**src/sv/wst_pkg.sv**
```systemverilog
package wst_pkg;

    typedef enum logic [2:0] {
        ST_IDLE,
        ST_PLAN,
        ST_LOAD_A,
        ST_WALK_A,
        ST_LOAD_B,
        ST_WALK_B,
        ST_WALK_FULL
    } state_t;

    typedef enum logic [1:0] {
        RECT_COLS,
        RECT_ROWS,
        RECT_FULL
    } rect_sel_t;

    typedef struct packed {
        logic      idle;
        logic      load;
        rect_sel_t sel;
        logic      walking;
        logic      final_rect;
    } ctrl_t;

endpackage

```
**src/sv/wst_walk.sv**
```systemverilog
// Rectangle walker: outer/inner position counters sharing one 16-bit incrementer.
module wst_walk #(
    parameter int CW = 4
) (
    input  logic          aclk,
    input  logic          load,
    input  logic          step,
    input  logic          x_outer,
    input  logic [15:0]   outer_start,
    input  logic [CW-1:0] outer_len,
    input  logic [15:0]   inner_start,
    input  logic [CW-1:0] inner_len,
    output logic [15:0]   tile_x,
    output logic [15:0]   tile_z,
    output logic          rect_end
);

    logic [15:0]   out_pos_reg, out_pos_next;
    logic [15:0]   in_pos_reg, in_pos_next;
    logic [15:0]   in_base_reg, in_base_next;
    logic [CW-1:0] in_cnt_reg, in_cnt_next;
    logic [CW-1:0] out_cnt_reg, out_cnt_next;
    logic [CW-1:0] in_len_reg, in_len_next;
    logic [CW-1:0] out_len_reg, out_len_next;
    logic          x_outer_reg, x_outer_next;

    logic          inner_wrap;
    logic [15:0]   inc_src;
    logic [15:0]   inc_res;

    always_comb begin
        inner_wrap = (in_cnt_reg + CW'(1)) == in_len_reg;
        rect_end   = inner_wrap && ((out_cnt_reg + CW'(1)) == out_len_reg);
        // only one axis advances per step, so one incrementer serves both
        inc_src    = inner_wrap ? out_pos_reg : in_pos_reg;
        inc_res    = inc_src + 16'd1;
        tile_x     = x_outer_reg ? out_pos_reg : in_pos_reg;
        tile_z     = x_outer_reg ? in_pos_reg : out_pos_reg;
    end

    always_comb begin
        out_pos_next = out_pos_reg;
        in_pos_next  = in_pos_reg;
        in_base_next = in_base_reg;
        in_cnt_next  = in_cnt_reg;
        out_cnt_next = out_cnt_reg;
        in_len_next  = in_len_reg;
        out_len_next = out_len_reg;
        x_outer_next = x_outer_reg;
        if (load) begin
            out_pos_next = outer_start;
            in_pos_next  = inner_start;
            in_base_next = inner_start;
            in_cnt_next  = '0;
            out_cnt_next = '0;
            in_len_next  = inner_len;
            out_len_next = outer_len;
            x_outer_next = x_outer;
        end else if (step) begin
            if (inner_wrap) begin
                out_pos_next = inc_res;
                in_pos_next  = in_base_reg;
                in_cnt_next  = '0;
                out_cnt_next = out_cnt_reg + CW'(1);
            end else begin
                in_pos_next  = inc_res;
                in_cnt_next  = in_cnt_reg + CW'(1);
            end
        end
    end

    always_ff @(posedge aclk) begin
        out_pos_reg <= out_pos_next;
        in_pos_reg  <= in_pos_next;
        in_base_reg <= in_base_next;
        in_cnt_reg  <= in_cnt_next;
        out_cnt_reg <= out_cnt_next;
        in_len_reg  <= in_len_next;
        out_len_reg <= out_len_next;
        x_outer_reg <= x_outer_next;
    end

endmodule

```
**src/sv/wst_seq.sv**
```systemverilog
module wst_seq (
    input  logic          aclk,
    input  logic          aresetn,
    input  logic          start,
    input  logic          near,
    input  logic          dx_zero,
    input  logic          dz_zero,
    input  logic          step,
    input  logic          rect_end,
    output wst_pkg::ctrl_t ctrl
);

    wst_pkg::state_t state_reg, state_next;

    always_comb begin
        state_next = state_reg;
        case (state_reg)
            wst_pkg::ST_IDLE: begin
                if (start) state_next = wst_pkg::ST_PLAN;
            end
            wst_pkg::ST_PLAN: begin
                state_next = wst_pkg::ST_LOAD_A;
            end
            wst_pkg::ST_LOAD_A: begin
                if (!near)         state_next = wst_pkg::ST_WALK_FULL;
                else if (!dx_zero) state_next = wst_pkg::ST_WALK_A;
                else if (!dz_zero) state_next = wst_pkg::ST_WALK_B;
                else               state_next = wst_pkg::ST_IDLE;
            end
            wst_pkg::ST_WALK_A: begin
                if (step && rect_end)
                    state_next = dz_zero ? wst_pkg::ST_IDLE : wst_pkg::ST_LOAD_B;
            end
            wst_pkg::ST_LOAD_B: begin
                state_next = wst_pkg::ST_WALK_B;
            end
            wst_pkg::ST_WALK_B, wst_pkg::ST_WALK_FULL: begin
                if (step && rect_end) state_next = wst_pkg::ST_IDLE;
            end
            default: state_next = wst_pkg::ST_IDLE;
        endcase
    end

    always_comb begin
        ctrl.idle       = 1'b0;
        ctrl.load       = 1'b0;
        ctrl.sel        = wst_pkg::RECT_COLS;
        ctrl.walking    = 1'b0;
        ctrl.final_rect = 1'b0;
        case (state_reg)
            wst_pkg::ST_IDLE: begin
                ctrl.idle = 1'b1;
            end
            wst_pkg::ST_LOAD_A: begin
                if (!near) begin
                    ctrl.load = 1'b1;
                    ctrl.sel  = wst_pkg::RECT_FULL;
                end else if (!dx_zero) begin
                    ctrl.load = 1'b1;
                    ctrl.sel  = wst_pkg::RECT_COLS;
                end else if (!dz_zero) begin
                    ctrl.load = 1'b1;
                    ctrl.sel  = wst_pkg::RECT_ROWS;
                end
            end
            wst_pkg::ST_LOAD_B: begin
                ctrl.load = 1'b1;
                ctrl.sel  = wst_pkg::RECT_ROWS;
            end
            wst_pkg::ST_WALK_A: begin
                ctrl.walking    = 1'b1;
                ctrl.final_rect = dz_zero;
            end
            wst_pkg::ST_WALK_B, wst_pkg::ST_WALK_FULL: begin
                ctrl.walking    = 1'b1;
                ctrl.final_rect = 1'b1;
            end
            default: ctrl.idle = 1'b0;
        endcase
    end

    always_ff @(posedge aclk) begin
        if (!aresetn) begin
            state_reg <= wst_pkg::ST_IDLE;
        end else begin
            state_reg <= state_next;
        end
    end

endmodule

```
**src/sv/window_shift_tile_enumerator_top.sv**
```systemverilog
// The request is registered, then the centre offsets; the walker is loaded next and each
// walked tile is registered at the output. A new request is taken only in idle, after the
// last tile is walked. A near move exposing both columns and rows walks two rectangles
// with a load between them; an unchanged centre emits no tile. The walker emits one tile
// per cycle while the output is not held off, via its single shared 16-bit incrementer.
// Reset: aresetn synchronous, active low; clears the sequencer and output valid.
module window_shift_tile_enumerator_top #(
    parameter int HALF_WIDTH = 4
) (
    input  logic        aclk,
    input  logic        aresetn,
    input  logic        s_valid,
    output logic        s_ready,
    input  logic [15:0] s_old_centre_x,
    input  logic [15:0] s_old_centre_z,
    input  logic [15:0] s_new_centre_x,
    input  logic [15:0] s_new_centre_z,
    output logic        m_valid,
    input  logic        m_ready,
    output logic [15:0] m_tile_x,
    output logic [15:0] m_tile_z,
    output logic        m_last
);

    localparam int            CW    = $clog2(2 * HALF_WIDTH + 1);
    localparam logic [15:0]   R16   = 16'(HALF_WIDTH);
    localparam logic [16:0]   R17   = 17'(HALF_WIDTH);
    localparam logic [CW-1:0] TWO_R = CW'(2 * HALF_WIDTH);

    wst_pkg::ctrl_t ctrl;

    logic [15:0] ox_reg, oz_reg, nx_reg, nz_reg;
    logic signed [16:0] dx_reg, dx_next;
    logic signed [16:0] dz_reg, dz_next;

    logic [16:0]   adx, adz;
    logic          near, dx_zero, dz_zero, dx_pos, dz_pos;
    logic          walk_step, rect_end;
    logic          x_outer;
    logic [15:0]   outer_start, inner_start;
    logic [CW-1:0] outer_len, inner_len;
    logic [15:0]   walk_x, walk_z;

    logic        m_valid_reg, m_valid_next;
    logic [15:0] m_tile_x_reg, m_tile_x_next;
    logic [15:0] m_tile_z_reg, m_tile_z_next;
    logic        m_last_reg, m_last_next;

    assign s_ready = ctrl.idle;

    always_ff @(posedge aclk) begin
        if (s_valid && s_ready) begin
            ox_reg <= s_old_centre_x;
            oz_reg <= s_old_centre_z;
            nx_reg <= s_new_centre_x;
            nz_reg <= s_new_centre_z;
        end
    end

    always_comb begin
        dx_next = 17'(signed'(nx_reg)) - 17'(signed'(ox_reg));
        dz_next = 17'(signed'(nz_reg)) - 17'(signed'(oz_reg));
    end

    always_ff @(posedge aclk) begin
        dx_reg <= dx_next;
        dz_reg <= dz_next;
    end

    always_comb begin
        adx     = dx_reg[16] ? 17'(-dx_reg) : 17'(dx_reg);
        adz     = dz_reg[16] ? 17'(-dz_reg) : 17'(dz_reg);
        near    = (adx < R17) && (adz < R17);
        dx_zero = (dx_reg == '0);
        dz_zero = (dz_reg == '0);
        dx_pos  = !dx_reg[16] && !dx_zero;
        dz_pos  = !dz_reg[16] && !dz_zero;
    end

    // rectangle selection for the walker
    always_comb begin
        x_outer     = 1'b1;
        outer_start = dx_pos ? ox_reg + R16 : nx_reg - R16;
        outer_len   = adx[CW-1:0];
        inner_start = nz_reg - R16;
        inner_len   = TWO_R;
        case (ctrl.sel)
            wst_pkg::RECT_COLS: begin
                x_outer = 1'b1;
            end
            wst_pkg::RECT_ROWS: begin
                // rows only span the x range shared by old and new windows
                outer_start = dx_pos ? nx_reg - R16 : ox_reg - R16;
                outer_len   = TWO_R - adx[CW-1:0];
                inner_start = dz_pos ? oz_reg + R16 : nz_reg - R16;
                inner_len   = adz[CW-1:0];
            end
            wst_pkg::RECT_FULL: begin
                x_outer     = 1'b0;
                outer_start = nz_reg - R16;
                outer_len   = TWO_R;
                inner_start = nx_reg - R16;
                inner_len   = TWO_R;
            end
            default: x_outer = 1'b1;
        endcase
    end

    assign walk_step = ctrl.walking && (!m_valid_reg || m_ready);

    wst_seq u_seq (
        .aclk     (aclk),
        .aresetn  (aresetn),
        .start    (s_valid && s_ready),
        .near     (near),
        .dx_zero  (dx_zero),
        .dz_zero  (dz_zero),
        .step     (walk_step),
        .rect_end (rect_end),
        .ctrl     (ctrl)
    );

    wst_walk #(
        .CW (CW)
    ) u_walk (
        .aclk        (aclk),
        .load        (ctrl.load),
        .step        (walk_step),
        .x_outer     (x_outer),
        .outer_start (outer_start),
        .outer_len   (outer_len),
        .inner_start (inner_start),
        .inner_len   (inner_len),
        .tile_x      (walk_x),
        .tile_z      (walk_z),
        .rect_end    (rect_end)
    );

    always_comb begin
        m_valid_next  = m_valid_reg;
        m_tile_x_next = m_tile_x_reg;
        m_tile_z_next = m_tile_z_reg;
        m_last_next   = m_last_reg;
        if (walk_step) begin
            m_valid_next  = 1'b1;
            m_tile_x_next = walk_x;
            m_tile_z_next = walk_z;
            m_last_next   = rect_end && ctrl.final_rect;
        end else if (m_ready) begin
            m_valid_next  = 1'b0;
        end
    end

    always_ff @(posedge aclk) begin
        if (!aresetn) begin
            m_valid_reg <= 1'b0;
        end else begin
            m_valid_reg <= m_valid_next;
        end
        m_tile_x_reg <= m_tile_x_next;
        m_tile_z_reg <= m_tile_z_next;
        m_last_reg   <= m_last_next;
    end

    assign m_valid  = m_valid_reg;
    assign m_tile_x = m_tile_x_reg;
    assign m_tile_z = m_tile_z_reg;
    assign m_last   = m_last_reg;

    a_step_only_walking: assert property (@(posedge aclk) disable iff (!aresetn)
        walk_step |-> ctrl.walking && !ctrl.idle)
        else $error("walker stepped outside a walk state");

    a_busy_after_request: assert property (@(posedge aclk) disable iff (!aresetn)
        s_valid && s_ready |=> !s_ready)
        else $error("ready stayed high after a request was taken");

    a_last_on_final: assert property (@(posedge aclk) disable iff (!aresetn)
        walk_step && rect_end && ctrl.final_rect |=> m_valid && m_last)
        else $error("final tile not flagged last");

    a_no_last_mid_run: assert property (@(posedge aclk) disable iff (!aresetn)
        walk_step && !rect_end |=> m_valid && !m_last)
        else $error("last flagged before end of run");

endmodule

```
**config.mk**
```make
export PLATFORM = sky130hd
export DESIGN_NAME = window_shift_tile_enumerator_top
export DESIGN_NICKNAME = d
export VERILOG_FILES = /design/src/sv/wst_pkg.sv /design/src/sv/wst_walk.sv /design/src/sv/wst_seq.sv /design/src/sv/window_shift_tile_enumerator_top.sv
export SDC_FILE = /design/constraint.sdc
export NUM_CORES = 1
export LEC_CHECK = 0
export ABC_CLOCK_PERIOD_IN_PS = 4900
export BUFFER_PORTS_ARGS = -buffer_cell sky130_fd_sc_hd__buf_2
export CORE_MARGIN = 4
export CORE_UTILIZATION = 45
export DETAILED_ROUTE_END_ITERATION = 10
export PLACE_DENSITY = 0.65
export SETUP_SLACK_MARGIN = 0.3
export SLEW_MARGIN = 5
export SYNTH_ARGS = -nofsm -noshare
export SYNTH_HDL_FRONTEND = slang
export SYNTH_SLANG_ARGS = --single-unit
```
**constraint.sdc**
```tcl
create_clock -name aclk -period 4.9 [get_ports aclk]
set_input_delay 1.225 -clock aclk [delete_from_list [all_inputs] [get_ports aclk]]
set_output_delay 1.225 -clock aclk [all_outputs]
set_load 0.02 [all_outputs]
```
==> flow_metrics.py <==
metrics = {
    "sta": {
        "slew_headroom_pct": 38.3,
        "finalHoldViolCount": 0,
        "finalCritPeriodShare_pct": 91.0,
        "tns_ps": 0,
        "finClkSkew_ps": 13.8,
        "setup_viol": 0,
        "tightest_slew_ps": 925,
        "fmax_mhz": 224,
        "drv_slew": 0,
        "fin_crit_ps": 4460,
        "rsz0062_at_grt": "false",
    },
    "pwr": {
        "swShare_pct": 43.5,
        "switchingPower_mw": 4.20,
        "power.internal_mw": 5.45,
        "share_seq_of_total_power_pct": 37.1,
        "p_clk_share_pct": 14.2,
        "ir_drop_mv": 0.304,
        "p_per_area_nw_per_um2": 687,
        "pwr-share-comb_pct": 48.6,
        "p_leak_nw": 5.25,
    },
    "finish": {
        "instances_no_fill": 1702,
        "diodes": 0,
        "final_nets": 1465,
        "drive_above_1_share_pct": 17.6,
        "syn_to_final_growth_pct": 13.3,
        "fin_util_pct": 52.0,
        "fillers": 2454,
    },
    "logic_synthesis": {
        "yosysSeqAreaShare_pct": 44.7,
        "ys_ff_latch": 200,
        "synthesis.area_um2": 12400,
        "syn-mean-instance-area_um2": 9.90,
        "ys_types": 79,
        "async_flop_share_pct": 0,
        "ys_warn_count": 0,
        "synth_edf_count": 154,
        "syn-instance-count": 1253,
        "syn-num-nets": 1370,
        "ys.flop_type": "edfxtp_1",
    },
    "clock_network": {
        "cts_tree": "done",
        "root_buffer": "clkbuf_16",
        "clk_path_buf_depth": 2,
        "hold_buffers": 0,
        "clk_pin_slew_worst_paths_ps": 80,
        "cts_max_level": 4,
        "clock_latency_ps": 440,
        "cts_sinks": 200,
        "cts_buffers": 17,
    },
    "setup_path": {
        "crit_chain": "inv_1, ha_2, or4b_1, a21oi_2, a21oi_1, or4_4, nor4_4, nand4_1, or4b_4, a21oi_4, ha_4, buf_4, clkbuf_16, a221o_1, o211ai_1, o21ai_0",
        "worstPathMaxFanout": 14,
        "arrival_ps": 4620,
        "rr_startpoint": "dz_reg[1]",
        "cp_top_family": "simple AND/OR/NAND/NOR gates",
        "slowest_stage": "or4b_4",
        "cp-startpoint": "dz_reg[1]",
        "cp_slowest_stage_delay_ps": 570,
        "required_ps": 5060,
        "critPathBufInv": 3,
        "setup.worst_path.class": "reg2reg",
        "r2r_slack_ps": 440,
        "startpoint_type": "register",
        "endpoint_kind": "register",
    },
    "global_routing": {
        "antenna_found_initial": 0,
        "track_usage_pct": 21.4,
        "grt_pass1_wl_um": 52100,
        "overflow": 0,
        "grt_pass1_vias": 9409,
        "grt_max_degree": 51,
    },
    "route": {
        "wl_um": 32700,
        "drtIter0Drc": 893,
        "vias": 9914,
        "avgViaCountPerCell": 5.82,
        "drc_errors": 0,
        "dr.pass1.iters": 7,
        "wl_per_cell_um": 19.2,
        "antenna_left": 0,
    },
    "run_status": {
        "outcome": "completed",
    },
    "flow_run": {
        "max_cap_violations": 0,
    },
    "placement": {
        "gp_congestion": 0.928,
        "dp_hpwl_um": 24600,
        "place_inst": 1666,
        "portBuffers": 102,
    },
    "die": {
        "rows": 60,
        "die_w_um": 174,
        "initial_utilization_pct": 45.9,
        "die_area_um2": 30300,
        "ios": 103,
        "core-area_um2": 27000,
        "die_h_um": 174,
    },
    "hold_path": {
        "min_from": "m_valid",
        "min_path_type": "reg2reg",
    },
}
-- worst paths after layout --
kind	end	cells past startpoint
setup reg to reg	u_walk.out_pos_reg[7]	16
hold reg to reg	m_valid	2
setup / recovery	u_walk.out_pos_reg[7]	16
hold / removal	m_valid	2
-- repair_timing --
action,in CTS,in global routing
pin swaps,2,5
setup buffers,1,1
cloned,1,1
resized for setup,8,16
endpoints found under the setup margin,16,44
-- per-layer routing --
metal / vias to the layer above / wire length, um / global-route usage, %
met3: 61 / 2200 / 3.46
met4: 0 / 1000 / 6.99
met1: 4676 / 15000 / 30.1
li1: 4811 / - / -
met5: - / 0 / 0
met2: 366 / 14600 / 33.7
-- cell usage after synthesis (8+ instances only) --
master	number	area, um^2
xnor2_1	98	858
and3_1	10	62.6
nand2b_1	12	75.1
and2_1	9	56.3
nor2b_1	13	81.3
or3_1	8	50.1
a221o_1	19	190
o21ai_0	67	335
o211ai_1	18	135
a21o_1	8	60.1
nand3_1	35	175
nor4_1	23	144
nor3_1	26	130
a31oi_1	18	113
nor2_1	95	357
edfxtp_1	154	4620
xor2_1	35	307
nand2_1	121	454
dfxtp_1	46	921
a22o_1	8	70.1
a21oi_1	67	335
clkbuf_1	39	146
o22ai_1	8	50.1
nand4_1	16	100
o31ai_1	8	60.1
mux2i_1	20	200
inv_1	68	255
o21a_1	9	67.6
mux2_2	34	383
ha_1	47	588
-- worst register-to-register path, stage by stage, from the launching register on --
cell and delay (ps):
dfxtp_2 340, inv_1 80, ha_2 200, or4b_1 450, a21oi_2 150, a21oi_1 50, or4_4 530, nor4_4 210
nand4_1 210, or4b_4 570, a21oi_4 200, ha_4 260, buf_4 150, clkbuf_16 170, a221o_1 270, o211ai_1 170
o21ai_0 170
-- cell usage in the layout, fill, tap and decap left out, types with 23 or more instances in the layout --
cell | Yosys | final
edfxtp_1 | 154 | 154
mux2_2 | 34 | 34
dfxtp_1 | 46 | 44
nand2_1 | 121 | 120
nor3_1 | 26 | 26
o21ai_0 | 67 | 67
xnor2_1 | 98 | 98
inv_1 | 68 | 67
buf_4 | 1 | 23
ha_1 | 47 | 42
nor2_1 | 95 | 93
nand3_1 | 35 | 35
nor4_1 | 23 | 23
buf_2 | 7 | 102
a21oi_1 | 67 | 64
xor2_1 | 35 | 35
-- cell type report --
cell class | count | area, um^2 | share of cell area (%)
clock buffer | 18 | 429 | 3.06
clock inverter | 14 | 133 | 0.944
inverter | 69 | 259 | 1.84
multi-input combinational | 931 | 6480 | 46.1
sequential | 200 | 5550 | 39.5
tap | 341 | 427 | 3.04
timing repair buffer | 129 | 772 | 5.50
-- cells by family after synthesis --
kind of cell	share of synthesized area, %
adders and majority gates	5.07
AOI/OAI and AO/OA	15.2
DFF	44.7
and+or+nand+nor	16.7
buffers and inverters	4.06
muxes	4.70
xor gates and xnor gates	9.58
-- power by group through the flow --
stage | Sequential [mW] | Combinational (mW) | Clock [mW]
after global placement | 3.58 | 4.39 | 0
after floorplan | 3.42 | 3.31 | 0
after detailed placement | 3.60 | 4.42 | 0
after CTS | 3.57 | 4.55 | 1.40
after global routing | 3.68 | 5.16 | 1.47
final | 3.59 | 4.69 | 1.38
-- per-stage QoR --
step	area [um^2]	setup WS, ps	power (mW)	hold slack [ps]
2_1_floorplan	12400	606	6.73	488
3_3_place_gp	13300	367	7.97	512
5_1_grt	14000	270	10.3	582
6_report	14000	442	9.65	538
3_5_place_dp	13300	250	8.02	531
4_1_cts	13900	306	9.51	547
Power figures use the tool's default switching activity.
